===== src/rtl/ocd_pkg.sv =====
`default_nettype none

package ocd_pkg;

  localparam int DIGITS = 4;
  localparam int DIGIT_W = 4;
  localparam int COUNT_W = 6;
  localparam int TIME_W = 7;
  localparam int MODE_W = 3;
  localparam int KEY_W = 8;

  localparam logic [KEY_W-1:0] KEY_START  = 8'h43;
  localparam logic [KEY_W-1:0] KEY_CANCEL = 8'h3D;
  localparam logic [KEY_W-1:0] KEY_ZERO   = 8'h30;
  localparam logic [KEY_W-1:0] KEY_NINE   = 8'h39;

  localparam logic [COUNT_W-1:0] MAX_FIELD = 6'd59;

  localparam logic [MODE_W-1:0] CODE_ENTRY = 3'd0;
  localparam logic [MODE_W-1:0] CODE_ARMED = 3'd1;
  localparam logic [MODE_W-1:0] CODE_RUN   = 3'd2;
  localparam logic [MODE_W-1:0] CODE_HOLD  = 3'd3;
  localparam logic [MODE_W-1:0] CODE_PAUSE = 3'd4;

  typedef enum logic [4:0] {
    MODE_ENTRY = 5'b00001,
    MODE_ARMED = 5'b00010,
    MODE_RUN   = 5'b00100,
    MODE_HOLD  = 5'b01000,
    MODE_PAUSE = 5'b10000
  } mode_t;

  typedef logic [DIGIT_W-1:0] digit_t;

  // Two decimal digits to a binary value, tens digit first.
  function automatic logic [7:0] two_digit(input digit_t hi, input digit_t lo);
    logic [7:0] hi8;
    hi8 = {4'b0000, hi};
    return (hi8 << 3) + (hi8 << 1) + {4'b0000, lo};
  endfunction

endpackage

`default_nettype wire


===== src/rtl/oven_countdown_controller.sv =====
// Channel  Direction  tdata (low bit up)                                  tuser
// in_      slave      key_code[7:0], door_closed[8], zero pad to 16 bits   func
// out_     master     mode[2:0], minutes_left[9:3], seconds_left[16:10],    none
//                     beep[17], done_res[18], invalid_time[19], pad to 24
//
// One request is taken every clock cycle while the result register can drain; a
// result passes through the input register and then the result register.
// The mode, digit and count registers update as a request moves from the input
// register into the result register, so consecutive requests see each other.
// Reset clears all control state to entry mode with a zero time.
// A stalled result holds in the result register; the input register then
// keeps its request and in_tready drops until the result drains.
`default_nettype none

module oven_countdown_controller #(
  parameter int Digits = ocd_pkg::DIGITS
) (
  input  wire logic        clk,
  input  wire logic        rst_n,
  input  wire logic        in_tvalid,
  output logic             in_tready,
  input  wire logic [15:0] in_tdata,  // key_code[7:0], door_closed[8]
  input  wire logic [0:0]  in_tuser,  // func[0]
  output logic             out_tvalid,
  input  wire logic        out_tready,
  output logic [23:0]      out_tdata  // mode, minutes, seconds, beep, done, invalid
);

  localparam int PressW = (Digits > 1) ? $clog2(Digits) : 1;

  logic                               s1_valid_r;
  logic                               func_r;
  logic [ocd_pkg::KEY_W-1:0]          key_r;
  logic                               closed_r;
  logic                               advance;
  logic                               s1_fire;

  ocd_pkg::mode_t                     mode_r, mode_nxt;
  ocd_pkg::digit_t                    digit_r [Digits];
  ocd_pkg::digit_t                    digit_nxt [Digits];
  logic [PressW-1:0]                  press_r, press_nxt;
  logic [ocd_pkg::COUNT_W-1:0]        min_r, min_nxt;
  logic [ocd_pkg::COUNT_W-1:0]        sec_r, sec_nxt;
  logic                               beep_nxt, done_nxt, inval_nxt;
  logic [7:0]                         ent_min, ent_sec;
  logic [7:0]                         new_min, new_sec;
  logic [ocd_pkg::MODE_W-1:0]         code_nxt;
  logic [ocd_pkg::TIME_W-1:0]         show_min_nxt, show_sec_nxt;
  logic                               is_key, key_start, key_cancel, key_digit;
  logic                               any_digit;

  logic                               out_valid_r;
  logic [ocd_pkg::MODE_W-1:0]         out_mode_r;
  logic [ocd_pkg::TIME_W-1:0]         out_min_r, out_sec_r;
  logic                               out_beep_r, out_done_r, out_inval_r;

  assign advance   = !out_valid_r || out_tready;
  assign s1_fire   = s1_valid_r && advance;
  assign in_tready = !s1_valid_r || advance;

  always_ff @(posedge clk) begin
    if (!rst_n) begin
      s1_valid_r <= 1'b0;
    end else if (in_tready) begin
      s1_valid_r <= in_tvalid;
    end
  end

  always_ff @(posedge clk) begin
    if (in_tvalid && in_tready) begin
      func_r   <= in_tuser[0];
      key_r    <= in_tdata[7:0];
      closed_r <= in_tdata[8];
    end
  end

  assign is_key     = !func_r;
  assign key_start  = is_key && (key_r == ocd_pkg::KEY_START);
  assign key_cancel = is_key && (key_r == ocd_pkg::KEY_CANCEL);
  assign ent_min    = ocd_pkg::two_digit(digit_r[Digits-1], digit_r[Digits-2]);
  assign ent_sec    = ocd_pkg::two_digit(digit_r[1], digit_r[0]);

  always_comb begin
    mode_nxt  = mode_r;
    press_nxt = press_r;
    min_nxt   = min_r;
    sec_nxt   = sec_r;
    beep_nxt  = 1'b0;
    done_nxt  = 1'b0;
    inval_nxt = 1'b0;
    key_digit = key_r inside {[ocd_pkg::KEY_ZERO:ocd_pkg::KEY_NINE]};
    any_digit = 1'b0;
    for (int i = 0; i < Digits; i++) begin
      digit_nxt[i] = digit_r[i];
    end

    case (mode_r)
      ocd_pkg::MODE_ENTRY: begin
        if (is_key) begin
          if (key_digit) begin
            for (int i = Digits - 1; i > 0; i--) begin
              digit_nxt[i] = digit_r[i-1];
            end
            digit_nxt[0] = key_r[ocd_pkg::DIGIT_W-1:0];
          end
          for (int i = 0; i < Digits; i++) begin
            any_digit = any_digit | (|digit_nxt[i]);
          end
          if (press_r == PressW'(Digits - 1)) begin
            press_nxt = '0;
            if (any_digit) begin
              mode_nxt = ocd_pkg::MODE_ARMED;
            end else begin
              for (int i = 0; i < Digits; i++) begin
                digit_nxt[i] = '0;
              end
            end
          end else begin
            press_nxt = press_r + PressW'(1);
          end
        end
      end
      ocd_pkg::MODE_ARMED: begin
        if (key_start) begin
          if (!closed_r) begin
            beep_nxt = 1'b1;
          end else if (ent_min > 8'(ocd_pkg::MAX_FIELD) ||
                       ent_sec > 8'(ocd_pkg::MAX_FIELD)) begin
            inval_nxt = 1'b1;
            beep_nxt  = 1'b1;
            mode_nxt  = ocd_pkg::MODE_ENTRY;
            press_nxt = '0;
            for (int i = 0; i < Digits; i++) begin
              digit_nxt[i] = '0;
            end
          end else begin
            min_nxt  = ent_min[ocd_pkg::COUNT_W-1:0];
            sec_nxt  = ent_sec[ocd_pkg::COUNT_W-1:0];
            mode_nxt = ocd_pkg::MODE_RUN;
          end
        end else if (key_cancel) begin
          mode_nxt  = ocd_pkg::MODE_ENTRY;
          press_nxt = '0;
          for (int i = 0; i < Digits; i++) begin
            digit_nxt[i] = '0;
          end
        end
      end
      ocd_pkg::MODE_RUN: begin
        if (!closed_r) begin
          mode_nxt = ocd_pkg::MODE_HOLD;
          beep_nxt = 1'b1;
        end else if (func_r) begin
          if (sec_r == '0) begin
            if (min_r != '0) begin
              sec_nxt = ocd_pkg::MAX_FIELD;
              min_nxt = min_r - ocd_pkg::COUNT_W'(1);
            end
          end else begin
            sec_nxt = sec_r - ocd_pkg::COUNT_W'(1);
          end
          if (min_nxt == '0 && sec_nxt == '0) begin
            done_nxt  = 1'b1;
            mode_nxt  = ocd_pkg::MODE_ENTRY;
            press_nxt = '0;
            for (int i = 0; i < Digits; i++) begin
              digit_nxt[i] = '0;
            end
          end
        end else if (key_r == ocd_pkg::KEY_START) begin
          mode_nxt = ocd_pkg::MODE_PAUSE;
        end
      end
      ocd_pkg::MODE_HOLD: begin
        if (key_start) begin
          if (closed_r) begin
            mode_nxt = ocd_pkg::MODE_RUN;
          end else begin
            beep_nxt = 1'b1;
          end
        end
      end
      ocd_pkg::MODE_PAUSE: begin
        if (key_start) begin
          if (closed_r) begin
            mode_nxt = ocd_pkg::MODE_RUN;
          end else begin
            mode_nxt = ocd_pkg::MODE_HOLD;
            beep_nxt = 1'b1;
          end
        end else if (key_cancel) begin
          mode_nxt  = ocd_pkg::MODE_ENTRY;
          press_nxt = '0;
          for (int i = 0; i < Digits; i++) begin
            digit_nxt[i] = '0;
          end
        end
      end
      default: begin
        mode_nxt  = ocd_pkg::MODE_ENTRY;
        press_nxt = '0;
        for (int i = 0; i < Digits; i++) begin
          digit_nxt[i] = '0;
        end
      end
    endcase
  end

  assign new_min = ocd_pkg::two_digit(digit_nxt[Digits-1], digit_nxt[Digits-2]);
  assign new_sec = ocd_pkg::two_digit(digit_nxt[1], digit_nxt[0]);

  always_comb begin
    show_min_nxt = {1'b0, min_nxt};
    show_sec_nxt = {1'b0, sec_nxt};
    case (mode_nxt)
      ocd_pkg::MODE_ENTRY: begin
        code_nxt     = ocd_pkg::CODE_ENTRY;
        show_min_nxt = new_min[ocd_pkg::TIME_W-1:0];
        show_sec_nxt = new_sec[ocd_pkg::TIME_W-1:0];
      end
      ocd_pkg::MODE_ARMED: begin
        code_nxt     = ocd_pkg::CODE_ARMED;
        show_min_nxt = new_min[ocd_pkg::TIME_W-1:0];
        show_sec_nxt = new_sec[ocd_pkg::TIME_W-1:0];
      end
      ocd_pkg::MODE_RUN:   code_nxt = ocd_pkg::CODE_RUN;
      ocd_pkg::MODE_HOLD:  code_nxt = ocd_pkg::CODE_HOLD;
      ocd_pkg::MODE_PAUSE: code_nxt = ocd_pkg::CODE_PAUSE;
      default:             code_nxt = ocd_pkg::CODE_ENTRY;
    endcase
  end

  always_ff @(posedge clk) begin
    if (!rst_n) begin
      mode_r  <= ocd_pkg::MODE_ENTRY;
      press_r <= '0;
      min_r   <= '0;
      sec_r   <= '0;
      for (int i = 0; i < Digits; i++) begin
        digit_r[i] <= '0;
      end
    end else if (s1_fire) begin
      mode_r  <= mode_nxt;
      press_r <= press_nxt;
      min_r   <= min_nxt;
      sec_r   <= sec_nxt;
      for (int i = 0; i < Digits; i++) begin
        digit_r[i] <= digit_nxt[i];
      end
    end
  end

  always_ff @(posedge clk) begin
    if (!rst_n) begin
      out_valid_r <= 1'b0;
    end else if (advance) begin
      out_valid_r <= s1_valid_r;
    end
  end

  always_ff @(posedge clk) begin
    if (s1_fire) begin
      out_mode_r  <= code_nxt;
      out_min_r   <= show_min_nxt;
      out_sec_r   <= show_sec_nxt;
      out_beep_r  <= beep_nxt;
      out_done_r  <= done_nxt;
      out_inval_r <= inval_nxt;
    end
  end

  assign out_tvalid = out_valid_r;
  assign out_tdata  = {4'b0000, out_inval_r, out_done_r, out_beep_r,
                       out_sec_r, out_min_r, out_mode_r};

  // A finished countdown always lands in entry mode showing a zero time.
  assert property (@(posedge clk) disable iff (!rst_n)
    out_valid_r && out_done_r |->
      out_mode_r == ocd_pkg::CODE_ENTRY && out_min_r == '0 && out_sec_r == '0)
    else $error("done result not in entry mode with zero time");

  // A rejected time beeps and clears the entry.
  assert property (@(posedge clk) disable iff (!rst_n)
    out_valid_r && out_inval_r |->
      out_beep_r && out_mode_r == ocd_pkg::CODE_ENTRY && out_min_r == '0 && out_sec_r == '0)
    else $error("invalid time result without beep or cleared entry");

  // The running count never shows more than 59 in either field.
  assert property (@(posedge clk) disable iff (!rst_n)
    out_valid_r && (out_mode_r == ocd_pkg::CODE_RUN || out_mode_r == ocd_pkg::CODE_HOLD ||
                    out_mode_r == ocd_pkg::CODE_PAUSE) |->
      out_min_r <= 7'(ocd_pkg::MAX_FIELD) && out_sec_r <= 7'(ocd_pkg::MAX_FIELD))
    else $error("count out of range outside entry");

  // Control state only changes when a request passes into the result register.
  assert property (@(posedge clk) disable iff (!rst_n)
    !s1_fire |=> $stable(mode_r) && $stable(press_r) && $stable(min_r) && $stable(sec_r))
    else $error("state changed without a request");

  // The press counter is back at zero whenever the block is not in entry mode.
  assert property (@(posedge clk) disable iff (!rst_n)
    mode_r != ocd_pkg::MODE_ENTRY |-> press_r == '0)
    else $error("press count left over outside entry mode");

endmodule

`default_nettype wire


===== config.mk =====
export PLATFORM = sky130hd
export DESIGN_NAME = oven_countdown_controller
export DESIGN_NICKNAME = d
export VERILOG_FILES = /design/src/rtl/ocd_pkg.sv /design/src/rtl/oven_countdown_controller.sv
export SDC_FILE = /design/constraint.sdc
export NUM_CORES = 1
export LEC_CHECK = 0
export BUFFER_PORTS_ARGS = -buffer_cell sky130_fd_sc_hd__buf_2
export CORE_UTILIZATION = 37
export CTS_CLUSTER_SIZE = 14
export DETAILED_ROUTE_END_ITERATION = 7
export GPL_TIMING_DRIVEN = 0
export SLEW_MARGIN = 15
export SYNTH_ARGS = -nofsm -noshare
export SYNTH_HDL_FRONTEND = slang
export SYNTH_SLANG_ARGS = --single-unit

===== constraint.sdc =====
create_clock -name clk -period 6.7 [get_ports clk]
set_input_delay 1.34 -clock clk [delete_from_list [all_inputs] [get_ports clk]]
set_output_delay 1.34 -clock clk [all_outputs]
set_load 0.02 [all_outputs]

==> summary.txt <==
Synth
  – Seq/Total Area, Yosys: 36.42%
  – Ys Warns: 0
  – Cells after synthesis: 533
  – Ys flop type: edfxtp_1
  – Area leader, netlist: edfxtp_1
  – Synth cell types: 75
  – Syn_area_per_cell: 9.282 um2
  – Number of synthesized register bits: 67
  – Post-synth EDFFs: 46
  – Syn Std Cell Area: 4947 um2
  – Asr flop ratio synth: 0%
  – Yosys top cell area share: 27.92%
  – Synth area leaders: edfxtp_1, dfxtp_1, ha_1

Die
  – Starting Density: 38.58%
  – Die W: 117.6 um
  – Ports: 47
  – Placeable Area: 12820 um2
  – # rows: 41
  – Die ar.: 13840 um2
  – Chip height: 117.6 um

Clock tree
  – Clk slew on worst S/H paths: 60 ps
  – Clock Sinks: 67
  – CTS max path bufs: 2
  – Post-CTS setup buffer count: 0
  – Clk_lat worst skew: 350 ps
  – Root Driver: clkbuf_16
  – Max H-tree Level: 3
  – Num CTS Buffers: 9
  – Post-CTS sizing: 0
  – Post-CTS Hold Fix Bufs: 0
  – CTS tree: yes

Timing
  – Final WS setup: 507.9 ps
  – RSZ-0062 raised after global routing: no
  – Skew final: 8.912 ps
  – TNS Setup: 0 ps
  – Hold Violations, Final: 0
  – Fin crit share: 92.42%
  – Slew Limit Fails: 0
  – FMAX: 0.1615 GHz
  – Relative slew slack: 19.05%
  – Setup Viol. Count Final: 0
  – Min cycle time layout: 6192 ps
  – Tightest Pin Transition: 1206 ps

Setup path
  – Register-to-Register Setup Slack: 510 ps
  – CP max stage delay: 490 ps
  – R2R depth: 21
  – R2R Path Start: digit_r[2][3]
  – Crit Path Category: register to register
  – Worst path cell trace: inv_1 > fa_1 > inv_1 > fa_1 > a21o_1 > a2111oi_0 > o22a_1 > or3b_1 > clkbuf_1 > a31oi_1 > or3_1 > a22o_1 > fa_1 > fa_1 > a21o_1 > a21o_1 > nand3_1 > o21ai_0 > nand2_1 > nand3_2 > a311oi_2
  – Worst EP arrival: 6330 ps
  – Critical Path Start: digit_r[2][3]
  – CP endpoint: out_min_r[6]
  – Slowest stage cell, crit path: fa_1
  – Element type at the critical path end: register
  – Reg-to-reg critical path endpoint: out_min_r[6]
  – Crit-path max FO: 12
  – Worst setup SP type: register
  – Most used cell, CP: fa_1
  – Critical Path RT: 6840 ps

Run status
  – Status: complete, no violations

Placement
  – Placed cell areas: 5350 um2
  – Placed insts: 743
  – HPWL Detailed: 10010 um
  – Place WS: 398.5 ps
  – GP Congestion: 0.8771
  – I/O Buffers: 35

GRT
  – Largest net degree at the start of global routing: 30
  – Antenna violations before repair: 0
  – Vias in the first global route: 4147
  – Global-route wire length before repair: 21410 um
  – Global Route Usage Sum: 19.99%
  – Global route total overflow: 0

Detailed routing
  – Drt pass-1 iters: 5
  – DRT Wirelength: 13140 um
  – DRC viols: 0
  – Via density per instance: 5.747
  – Via count: 4356
  – DRT antenna net count: 0
  – Starting DRC count in detailed routing: 341
  – Routed length per instance: 17.33 um

Finish
  – Most common cell after layout, fill and taps aside: edfxtp_1
  – Final instance area: 5625 um2
  – Multi-input logic area: 2865 um2
  – Seq. cell area: 1802 um2
  – Nets@finish: 641
  – Diode count: 0
  – Non-filler cells, final: 758
  – Filler cells: 1310
  – Area grow syn2layout: 13.71%
  – Layout cells sized above 1: 15.02%
  – Commonest non-fill, non-tap cells in the layout: edfxtp_1, nor2_1, o21ai_0, a21oi_1, nand2_1

Power and ir drop
  – VDD IR max: 110.5 uV
  – P_leak: 2.381 nW
  – Pwr dens: 222.3 nW/um2

Worst hold path
  – Worst hold path type: register to register

Job
  – Max cap viols: 0
-- cell families (layout without fill, tap and decap cells) --
| logic type | Yosys count | count (layout) | synth area share (%) |
|---|---|---|---|
| simple gates | 175 | 175 | 19.83 |
| other cells | 1 | 4 | 0.07580 |
| xor+xnor | 10 | 10 | 1.770 |
| compound gates | 167 | 167 | 22.53 |
| buf+inv | 63 | 113 | 5.893 |
| fa+ha+maj | 39 | 39 | 11.08 |
| mux | 11 | 11 | 2.403 |
| flops | 67 | 67 | 36.42 |
-- cell type report --
cell class / instances / share of cell area [%]
Multi-Input combinational cell: 406 / 50.93
Sequential cell: 67 / 32.03
Clock buffer: 11 / 4.315
Tap cell: 172 / 3.826
Timing Repair Buffer: 35 / 3.114
Buffer: 30 / 3.003
Inverter: 32 / 2.135
Clock inverter: 5 / 0.6450
-- registers in the layout (all words and copies together) (netlist names) --
register	count
mode_r	5
func_r	1
min_r	6
out_done_r	1
out_inval_r	1
out_mode_r	3
out_tvalid	1
sec_r	6
press_r	2
out_min_r	7
s1_valid_r	1
out_sec_r	7
digit_r	16
key_r	8
out_beep_r	1
closed_r	1
-- per-layer routing --
metal	GRT usage [%]	vias up	part of all wire, %
met5	0	-	0
met4	11.30	0	3.4
met3	3.585	30	4.9
met2	30.51	157	45
met1	26.55	2060	47
li1	-	2109	-
-- synth_stat cells (all sizes together), types with 6 or more instances --
cell type,count
edfxtp,46
nor2,44
o21ai,39
a21oi,38
nand2,37
ha,31
inv,31
dfxtp,21
clkbuf,20
a22o,18
a21o,17
nor3,16
nand3,12
buf,11
a31oi,9
nor4,9
fa,8
nor2b,8
or4,8
mux2,7
o22ai,6
-- worst min path at each step --
| stage | from | end | slack, ps | cells past startpoint |
|---|---|---|---|---|
| 5_1_grt | press_r[1] | press_r[1] | 520 | 2 |
| 3_5_place_dp | press_r[0] | press_r[0] | 470 | 2 |
| 2_1_floorplan | press_r[1] | press_r[1] | 450 | 2 |
| 6_report | press_r[0] | press_r[0] | 480 | 2 |
| 3_3_place_gp | press_r[0] | press_r[0] | 470 | 2 |
| 4_1_cts | press_r[0] | press_r[0] | 480 | 2 |
-- where the power goes --
part	total [mW]	internal (mW)	switching (mW)	leakage, nW
Sequential	0.501	0.475	0.0266	0.635
Combinational	0.302	0.119	0.183	1.62
Clock	0.447	0.262	0.185	0.130
-- critical path, delay by kind of cell (launching register included) --
| kind | cells | cell delay (ps) |
|---|---|---|
| AO/OA/AOI/OAI | 9 | 2220 |
| adder cells (fa/ha/maj) | 4 | 1910 |
| buffers and inverters | 3 | 380 |
| flip-flops | 1 | 460 |
| AND/OR/NAND/NOR | 5 | 1030 |
-- through the flow --
| stage | utilization, % | power, mW | hold WS (ps) |
|---|---|---|---|
| 2_1_floorplan | - | 0.7246 | 452.1 |
| 3_3_place_gp | 41.71 | 0.8054 | 466.6 |
| 3_5_place_dp | 41.72 | 0.8082 | 474.4 |
| 4_1_cts | 43.89 | 1.259 | 484.9 |
| 5_1_grt | 43.86 | 1.315 | 524.4 |
| 6_report | 43.86 | 1.250 | 481.5 |
(Power assumes the default switching activity.)
